File: config.mk
export PLATFORM = sky130hd
export DESIGN_NAME = lru_page_tag_cache_top
export DESIGN_NICKNAME = d
export VERILOG_FILES = /design/src/rtl/lptc_pkg.sv /design/src/rtl/lru_page_tag_cache_top.sv /design/src/rtl/lptc_cell.sv /design/src/rtl/lptc_prio.sv
export SDC_FILE = /design/constraint.sdc
export NUM_CORES = 2
export LEC_CHECK = 0
export ABC_CLOCK_PERIOD_IN_PS = 5250
export BUFFER_PORTS_ARGS = -buffer_cell sky130_fd_sc_hd__buf_2
export CAP_MARGIN = 20
export CORE_MARGIN = 2
export CORE_UTILIZATION = 40
export CTS_BUF_LIST = sky130_fd_sc_hd__clkbuf_4 sky130_fd_sc_hd__clkbuf_8
export DETAILED_ROUTE_END_ITERATION = 16
export PLACE_DENSITY = 0.55
export SETUP_SLACK_MARGIN = 0.5
export SYNTH_ARGS = -nofsm -noshare
export SYNTH_HDL_FRONTEND = slang
export SYNTH_HIERARCHICAL = 1
export SYNTH_SLANG_ARGS = --single-unit
File: constraint.sdc
create_clock -name clk -period 5.25 [get_ports clk]
set_input_delay 0.7875 -clock clk [delete_from_list [all_inputs] [get_ports clk]]
set_output_delay 0.7875 -clock clk [all_outputs]
set_load 0.01 [all_outputs]
File: src/rtl/lptc_pkg.sv
// Shared constants and types for the LRU page tag cache.
`default_nettype none
package lptc_pkg;
  localparam int MAX_ENTRIES = 32;
  localparam int OFFSET_BITS = 32;
  localparam int IDX_W       = $clog2(MAX_ENTRIES);
  localparam int CNT_W       = $clog2(MAX_ENTRIES + 1);
  localparam int CAP_W       = 6;
  localparam int CMP_W       = (CAP_W > CNT_W) ? CAP_W : CNT_W;
  localparam int POS_W       = 5;
  localparam int EVOFF_W     = 32;
  localparam int OUT_W       = ((POS_W + EVOFF_W + 7) / 8) * 8;

  localparam logic OP_LOOKUP = 1'b0;
  localparam logic OP_INSERT = 1'b1;

  typedef struct packed {
    logic cmp_en;    // capture compare result this cycle
    logic valid;     // entry lies below the fill count
    logic shift_en;  // load from neighbor (or key for the head)
  } cell_ctrl_t;
endpackage
`default_nettype wire

File: src/rtl/lru_page_tag_cache_top.sv
// Top level of the LRU page tag cache: control sequencer and row of tag cells.
// Each request passes four steps: accept, cell compare, priority search, shift/result.
// A new request waits until the previous one leaves the shared compare/search/shift loop.
// The result register frees the input side; a full result register holds the shift step.
// Synchronous active-high rst empties the list and sets capacity to 32; tags are not cleared.
`default_nettype none
module lru_page_tag_cache_top (
  input  wire logic                        clk,
  input  wire logic                        rst,
  input  wire logic                        cfg_wen,
  input  wire logic [lptc_pkg::CAP_W-1:0]  cfg_wdata,   // capacity
  input  wire logic                        s_tvalid,
  output logic                             s_tready,
  input  wire logic [31:0]                 s_tdata,     // [31:0] page_offset
  input  wire logic [0:0]                  s_tuser,     // [0] opcode
  output logic                             m_tvalid,
  input  wire logic                        m_tready,
  output logic [lptc_pkg::OUT_W-1:0]       m_tdata,     // [4:0] hit_position, [36:5] evicted_offset
  output logic [1:0]                       m_tuser      // [0] hit, [1] evicted
);
  typedef enum logic [1:0] {ST_IDLE, ST_CMP, ST_SRCH, ST_SHIFT} state_t;

  localparam int N  = lptc_pkg::MAX_ENTRIES;
  localparam int OB = lptc_pkg::OFFSET_BITS;

  state_t                          state;
  logic [lptc_pkg::CAP_W-1:0]      capacity;
  logic [lptc_pkg::CNT_W-1:0]      count;
  logic [lptc_pkg::CNT_W-1:0]      count_next;
  logic                            op;
  logic [OB-1:0]                   key;
  logic [lptc_pkg::IDX_W-1:0]      limit;
  logic                            res_hit;
  logic [lptc_pkg::IDX_W-1:0]      res_pos;
  logic                            res_ev;
  logic [lptc_pkg::EVOFF_W-1:0]    res_evoff;
  logic                            out_hit;
  logic [lptc_pkg::POS_W-1:0]      out_pos;
  logic                            out_ev;
  logic [lptc_pkg::EVOFF_W-1:0]    out_evoff;

  logic [OB-1:0]                   entries [N];
  logic [N-1:0]                    match_vec;
  lptc_pkg::cell_ctrl_t            cell_ctrl [N];
  logic                            found;
  logic [lptc_pkg::IDX_W-1:0]      found_pos;
  logic [lptc_pkg::CMP_W-1:0]      cap_ext;
  logic [lptc_pkg::CNT_W-1:0]      eff_cap;
  logic                            ev_now;
  logic [lptc_pkg::CNT_W-1:0]      cnt_after;
  logic [lptc_pkg::CNT_W-1:0]      cnt_m1;
  logic                            out_free;

  assign s_tready = (state == ST_IDLE);
  assign out_free = !m_tvalid || m_tready;

  // Row of cells; cell 0 loads the key, others take from the cell above.
  for (genvar i = 0; i < N; i++) begin : g_cell
    always_comb begin
      cell_ctrl[i].cmp_en   = (state == ST_CMP);
      cell_ctrl[i].valid    = (lptc_pkg::CNT_W'(i) < count);
      cell_ctrl[i].shift_en = (state == ST_SHIFT) && out_free &&
                              (lptc_pkg::IDX_W'(i) <= limit);
    end
    if (i == 0) begin : g_head
      lptc_cell u_cell (
        .clk      (clk),
        .ctrl     (cell_ctrl[i]),
        .key      (key),
        .shift_in (key),
        .entry    (entries[i]),
        .match    (match_vec[i])
      );
    end else begin : g_body
      lptc_cell u_cell (
        .clk      (clk),
        .ctrl     (cell_ctrl[i]),
        .key      (key),
        .shift_in (entries[i-1]),
        .entry    (entries[i]),
        .match    (match_vec[i])
      );
    end
  end

  lptc_prio u_prio (
    .match_vec (match_vec),
    .found     (found),
    .pos       (found_pos)
  );

  // Capacity clamped to [2, MAX_ENTRIES].
  always_comb begin
    cap_ext = lptc_pkg::CMP_W'(capacity);
    if (cap_ext < lptc_pkg::CMP_W'(2)) begin
      eff_cap = lptc_pkg::CNT_W'(2);
    end else if (cap_ext > lptc_pkg::CMP_W'(N)) begin
      eff_cap = lptc_pkg::CNT_W'(N);
    end else begin
      eff_cap = lptc_pkg::CNT_W'(cap_ext);
    end
  end

  always_comb begin
    ev_now    = !(found && (op == lptc_pkg::OP_LOOKUP)) && (count >= eff_cap);
    cnt_after = count - lptc_pkg::CNT_W'(ev_now);
    cnt_m1    = count - lptc_pkg::CNT_W'(1);
  end

  always_ff @(posedge clk) begin
    if (rst) begin
      capacity <= lptc_pkg::CAP_W'(32);
    end else if (cfg_wen) begin
      capacity <= cfg_wdata;
    end
  end

  always_ff @(posedge clk) begin
    if (rst) begin
      state    <= ST_IDLE;
      count    <= '0;
      m_tvalid <= 1'b0;
    end else begin
      if ((state == ST_SHIFT) && out_free) begin
        m_tvalid <= 1'b1;
      end else if (m_tready) begin
        m_tvalid <= 1'b0;
      end
      case (state)
        ST_IDLE: begin
          if (s_tvalid) begin
            op    <= s_tuser[0];
            key   <= OB'(s_tdata);
            state <= ST_CMP;
          end
        end
        ST_CMP: begin
          state <= ST_SRCH;
        end
        ST_SRCH: begin
          res_hit   <= found && (op == lptc_pkg::OP_LOOKUP);
          res_pos   <= (found && (op == lptc_pkg::OP_LOOKUP)) ? found_pos : '0;
          res_ev    <= ev_now;
          res_evoff <= ev_now ? lptc_pkg::EVOFF_W'(entries[cnt_m1[lptc_pkg::IDX_W-1:0]])
                              : '0;
          if (found && (op == lptc_pkg::OP_LOOKUP)) begin
            limit      <= found_pos;
            count_next <= count;
          end else begin
            // Miss or insert: in this branch cnt_after never exceeds MAX_ENTRIES-1.
            limit      <= cnt_after[lptc_pkg::IDX_W-1:0];
            count_next <= cnt_after + lptc_pkg::CNT_W'(1);
          end
          state <= ST_SHIFT;
        end
        ST_SHIFT: begin
          if (out_free) begin
            count     <= count_next;
            out_hit   <= res_hit;
            out_pos   <= lptc_pkg::POS_W'(res_pos);
            out_ev    <= res_ev;
            out_evoff <= res_evoff;
            state     <= ST_IDLE;
          end
        end
        default: begin
          state <= ST_IDLE;
        end
      endcase
    end
  end

  assign m_tdata = lptc_pkg::OUT_W'({out_evoff, out_pos});
  assign m_tuser = {out_ev, out_hit};
endmodule
`default_nettype wire

File: src/rtl/lptc_cell.sv
// One tag cell: holds an entry, compares it to the key, shifts from its neighbor.
`default_nettype none
module lptc_cell (
  input  wire logic                             clk,
  input  wire lptc_pkg::cell_ctrl_t             ctrl,
  input  wire logic [lptc_pkg::OFFSET_BITS-1:0] key,
  input  wire logic [lptc_pkg::OFFSET_BITS-1:0] shift_in,
  output logic      [lptc_pkg::OFFSET_BITS-1:0] entry,
  output logic                                  match
);
  always_ff @(posedge clk) begin
    if (ctrl.cmp_en) begin
      match <= ctrl.valid && (entry == key);
    end
    if (ctrl.shift_en) begin
      entry <= shift_in;
    end
  end
endmodule
`default_nettype wire

File: src/rtl/lptc_prio.sv
// Priority encoder: lowest matching cell wins (most recent duplicate).
`default_nettype none
module lptc_prio (
  input  wire logic [lptc_pkg::MAX_ENTRIES-1:0] match_vec,
  output logic                                  found,
  output logic      [lptc_pkg::IDX_W-1:0]       pos
);
  always_comb begin
    found = 1'b0;
    pos   = '0;
    for (int i = lptc_pkg::MAX_ENTRIES - 1; i >= 0; i--) begin
      if (match_vec[i]) begin
        found = 1'b1;
        pos   = lptc_pkg::IDX_W'(i);
      end
    end
  end
endmodule
`default_nettype wire

==> tab_implementation.tex <==
\begin{tabular}{lr}
\hline
Metric & Value \\
\hline
\multicolumn{2}{l}{\textbf{Status}} \\
\quad Status & complete, no violations \\
\multicolumn{2}{l}{\textbf{Critical path}} \\
\quad Startpoint kind of the worst setup timing path & flop \\
\quad Worst EP required & 5.89 ns \\
\quad Minimum setup slack among reg-to-reg paths & 0.90 ns \\
\quad Startpoint of the lowest-slack register-to-register path & g\_cell[24].g\_body.u\_cell/match\$\_DFFE\_PP\_ \\
\quad Worst path arrival time & 4.99 ns \\
\quad Destination of the worst register-to-register timing path & count\_next[5]\$\_DFFE\_PP\_ \\
\quad Kind of end point of the critical path & flop \\
\quad FF-to-FF path depth & 16 \\
\quad Max FO, Critical Path & 10 \\
\quad Type of the worst setup path & flop to flop \\
\multicolumn{2}{l}{\textbf{Routing}} \\
\quad Initial detailed-routing violation count & 2685 \\
\quad Total DRC errors in the routed layout & 0 \\
\quad Total Wirelength & 152 mm \\
\quad Number of iterations in the first detailed-routing pass & 5 \\
\quad Routed via count & 33100 \\
\quad Final routed wire length divided by cell count & 24.6 um \\
\quad DRT antenna net count & 0 \\
\quad Via density per instance & 5.35 \\
\multicolumn{2}{l}{\textbf{Min path}} \\
\quad Worst hold path type & input pin to flop \\
\quad Worst hold stages & 3 \\
\quad Source of the worst hold timing path & cfg\_wdata[5] \\
\quad Worst min-delay path endpoint & cap\_ext[5]\$\_SDFFE\_PP1P\_ \\
\multicolumn{2}{l}{\textbf{Clock network}} \\
\quad Post-CTS sizing & 0 \\
\quad Post-CTS clock slew at the launch and capture registers of the worst setup and hold paths & 0.06 ns \\
\quad Setup Buffers After CTS & 0 \\
\quad Clock Sinks & 1193 \\
\quad CTS tree & built \\
\quad Buffer type at the clock tree root & sky130\_fd\_sc\_hd\_\_clkbuf\_8 \\
\quad Post-CTS Hold Buffers & 33 \\
\quad Inserted Clock Buffers & 203 \\
\quad Clock latency on the worst-skew pair & 0.91 ns \\
\quad Max Root-Sink Buffers & 3 \\
\quad H-tree level count & 4 \\
\multicolumn{2}{l}{\textbf{Synth}} \\
\quad Combined area of all synthesized cells & 0.0580 mm2 \\
\quad Number of different library cells in the post-synthesis netlist & 70 \\
\quad Most area-hungry cell type in the Yosys netlist & sky130\_fd\_sc\_hd\_\_edfxtp\_1 \\
\quad Yosys top cell area share & 61.0\% \\
\quad Post-Syn Instances & 3854 \\
\quad Ranking of synthesized cells by area & sky130\_fd\_sc\_hd\_\_edfxtp\_1, sky130\_fd\_sc\_hd\_\_xor2\_1, sky130\_fd\_sc\_hd\_\_mux4\_2 \\
\quad Primary FF master, synth & sky130\_fd\_sc\_hd\_\_edfxtp\_1 \\
\quad Sequential area share after synthesis & 61.5\% \\
\quad Fraction of registers with async set or reset after synthesis & 0\% \\
\quad Number of synthesized register bits & 1193 \\
\quad Avg Inst Size Synth & 15.0 um2 \\
\quad Number of warning messages in the yosys log & 6 \\
\quad Number of synthesized flops with an enable pin & 1178 \\
\multicolumn{2}{l}{\textbf{Power and ir drop}} \\
\quad Part of the power in the clock network & 31.8\% \\
\quad Relative contribution of combinational cells to total power & 20.9\% \\
\quad Cell internal power dissipation & 17.3 mW \\
\quad Reported net switching power & 7.91 mW \\
\quad Leakage power total & 21.6 nW \\
\quad Worst IR drop on VDD & 0.233 mV \\
\quad Sequential share of power & 47.3\% \\
\quad Switching Share & 31.4\% \\
\quad Power density of the placed cells & 386 mW/mm2 \\
\quad Total power after layout & 25.2 mW \\
\multicolumn{2}{l}{\textbf{Timing}} \\
\quad Setup violation total in the final timing report & 0 \\
\quad Layout Skew & 0.0373 ns \\
\quad Worst Tran Pin Value & 1.09 ns \\
\quad Achievable frequency & 230 MHz \\
\quad Post-route setup TNS & 0 ns \\
\quad Post-route fraction of the period consumed by the critical path & 82.9\% \\
\quad Tightest slew margin relative to the limit & 27.1\% \\
\quad Final critical-path setup slack & 0.900 ns \\
\quad Final Critical Period & 4.35 ns \\
\quad Max Slew Vio Count & 0 \\
\quad Number of hold violations in the final report & 0 \\
\quad Unrepaired setup endpoints after global routing & false \\
\multicolumn{2}{l}{\textbf{GRT}} \\
\quad Global-route usage over all layers & 20.2\% \\
\quad Pin count of the biggest net entering global routing & 117 \\
\quad Number of global-route vias before repair & 33700 \\
\quad Number of antenna violations at the first check in global routing & 5 \\
\quad GRT overflow & 0 \\
\quad Global-route wire length before repair & 221 mm \\
\multicolumn{2}{l}{\textbf{Layout}} \\
\quad Most used cells in the layout excluding fill and tap cells & sky130\_fd\_sc\_hd\_\_edfxtp\_1, sky130\_fd\_sc\_hd\_\_xor2\_1, sky130\_fd\_sc\_hd\_\_nor4\_1 \\
\quad Post-layout util & 45.5\% \\
\quad Synth-to-layout area growth & 12.7\% \\
\quad Most frequent standard cell in the layout excluding fill and tap cells & sky130\_fd\_sc\_hd\_\_edfxtp\_1 \\
\quad Layout cells sized above 1 & 17.8\% \\
\quad Net count reported at finish & 4194 \\
\multicolumn{2}{l}{\textbf{Placement}} \\
\quad Count of input and output buffers & 84 \\
\quad Sum of net half-perimeters after detailed placement & 113 mm \\
\quad Final weighted congestion in routability-driven placement & 0.854 \\
\quad Post-place setup slack & 1.04 ns \\
\multicolumn{2}{l}{\textbf{Floorplanning}} \\
\quad Placeable core region & 0.144 mm2 \\
\quad Initial cell density of the core & 40.4\% \\
\quad Die Span X & 385 um \\
\quad I/O Pins & 88 \\
\quad Die Area & 0.148 mm2 \\
\quad Number of rows in the core area & 139 \\
\quad Floorplan die height & 385 um \\
\multicolumn{2}{l}{\textbf{Run}} \\
\quad Reported max-cap violation count & 0 \\
\hline
\end{tabular}
synth_stat cells (all sizes together), types with 2 or more instances:
library cell,n
a221o,2
clkbuf,56
mux2i,173
a2111oi,57
a221oi,2
nand4,32
dfxtp,15
or3,4
xor2,995
nor2b,48
o21a,6
ha,15
a211oi,28
a32oi,27
nor4,255
nand3,72
nand2,152
a21oi,34
o21bai,4
o221ai,26
inv,26
nor2,85
buf,91
nor3b,6
xnor2,42
and2b,9
and3,58
o31ai,2
a32o,5
nor3,74
nand2b,12
and2,6
or4,2
a22oi,52
edfxtp,1178
o21ai,25
o311ai,2
a21o,8
mux4,154
layout make-up:
class / count / area (um2)
inverter: 27 / 101
multi-input combinational: 2489 / 21800
tap: 1903 / 2380
fill: 12900 / 78300
timing repair buffer: 221 / 1660
clock buffer: 276 / 3390
antenna: 2 / 5.00
clock inverter: 72 / 367
sequential: 1193 / 35700
worst max path at each step:
| stage | from | endpoint | slack, ns | cells after the start |
|---|---|---|---|---|
| 2_1_floorplan | m_tready | g_cell[29].g_body.u_cell/entry[0]$_DFFE_PP_ | 0.71 | 7 |
| 3_3_place_gp | g_cell[24].g_body.u_cell/match$_DFFE_PP_ | count_next[5]$_DFFE_PP_ | 1.06 | 16 |
| 3_5_place_dp | g_cell[24].g_body.u_cell/match$_DFFE_PP_ | count_next[5]$_DFFE_PP_ | 1.04 | 16 |
| 4_1_cts | g_cell[24].g_body.u_cell/match$_DFFE_PP_ | count_next[5]$_DFFE_PP_ | 0.99 | 16 |
| 5_1_grt | g_cell[24].g_body.u_cell/match$_DFFE_PP_ | count_next[5]$_DFFE_PP_ | 0.62 | 16 |
| 6_report | g_cell[24].g_body.u_cell/match$_DFFE_PP_ | count_next[5]$_DFFE_PP_ | 0.90 | 16 |
stage by stage:
stage               std cells  hold WS, ns  cell area, um2
floorplan                3856        0.400           58000
CTS                      6176       0.0201           65200
global route             6183       0.0772           65300
detailed placement       5795        0.408           61100
finish                   6183        0.114           65300
global placement         5795        0.406           61100
layer usage:
layer / up-vias / track usage, % / part of all wire (%) / wire length, um
met5: - / 0 / 0 / 0
li1: 15400 / - / - / -
met3: 188 / 3.68 / 4.8 / 7300
met2: 764 / 33.4 / 49 / 74000
met4: 0 / 5.76 / 2.2 / 3300
met1: 16700 / 27.3 / 44 / 67300
power by group through the flow:
| stage | logic [mW] | registers (mW) | clock network, mW |
|---|---|---|---|
| floorplan | 3.14 | 12.3 | 0 |
| global placement | 5.16 | 12.1 | 0 |
| detailed placement | 5.20 | 12.1 | 0 |
| CTS | 5.23 | 11.9 | 8.25 |
| global route | 5.63 | 12.0 | 8.61 |
| finish | 5.27 | 11.9 | 8.01 |
worst max-delay path, stage by stage, from the launching register on:
cell                       delay [ns]
sky130_fd_sc_hd__edfxtp_1        0.43
sky130_fd_sc_hd__nor4_1          0.40
sky130_fd_sc_hd__nand3_1         0.17
sky130_fd_sc_hd__nor3_1          0.56
sky130_fd_sc_hd__nand3b_1        0.27
sky130_fd_sc_hd__nand2b_1        0.17
sky130_fd_sc_hd__clkinv_1        0.22
sky130_fd_sc_hd__nor2_1          0.24
sky130_fd_sc_hd__a41oi_4         0.05
sky130_fd_sc_hd__inv_1           0.09
sky130_fd_sc_hd__ha_1            0.18
sky130_fd_sc_hd__ha_1            0.23
sky130_fd_sc_hd__xnor2_1         0.13
sky130_fd_sc_hd__or3_4           0.39
sky130_fd_sc_hd__o31a_1          0.30
sky130_fd_sc_hd__o21ai_1         0.16
sky130_fd_sc_hd__xnor2_1         0.08
kinds of logic after synthesis:
| kind of cell | share of synthesized area (%) |
|---|---|
| DFF | 61.5 |
| and+or+nand+nor | 7.91 |
| AOI/OAI and AO/OA | 3.97 |
| buffers and inverters | 1.57 |
| adders and majority gates | 0.324 |
| muxes | 8.98 |
| other | 0.00647 |
| xor gates and xnor gates | 15.7 |
registers in the layout, summed over array words and instances (netlist names), 6 cells and up:
register                    flops
cap_ext                         6
count                           6
count_next                      6
g_cell.g_body.u_cell/entry    992
g_cell.g_body.u_cell/match     31
g_cell.g_head.u_cell/entry     32
key                            32
out_evoff                      32
res_evoff                      32
No activity file was read; power rests on OpenSTA's default activity.
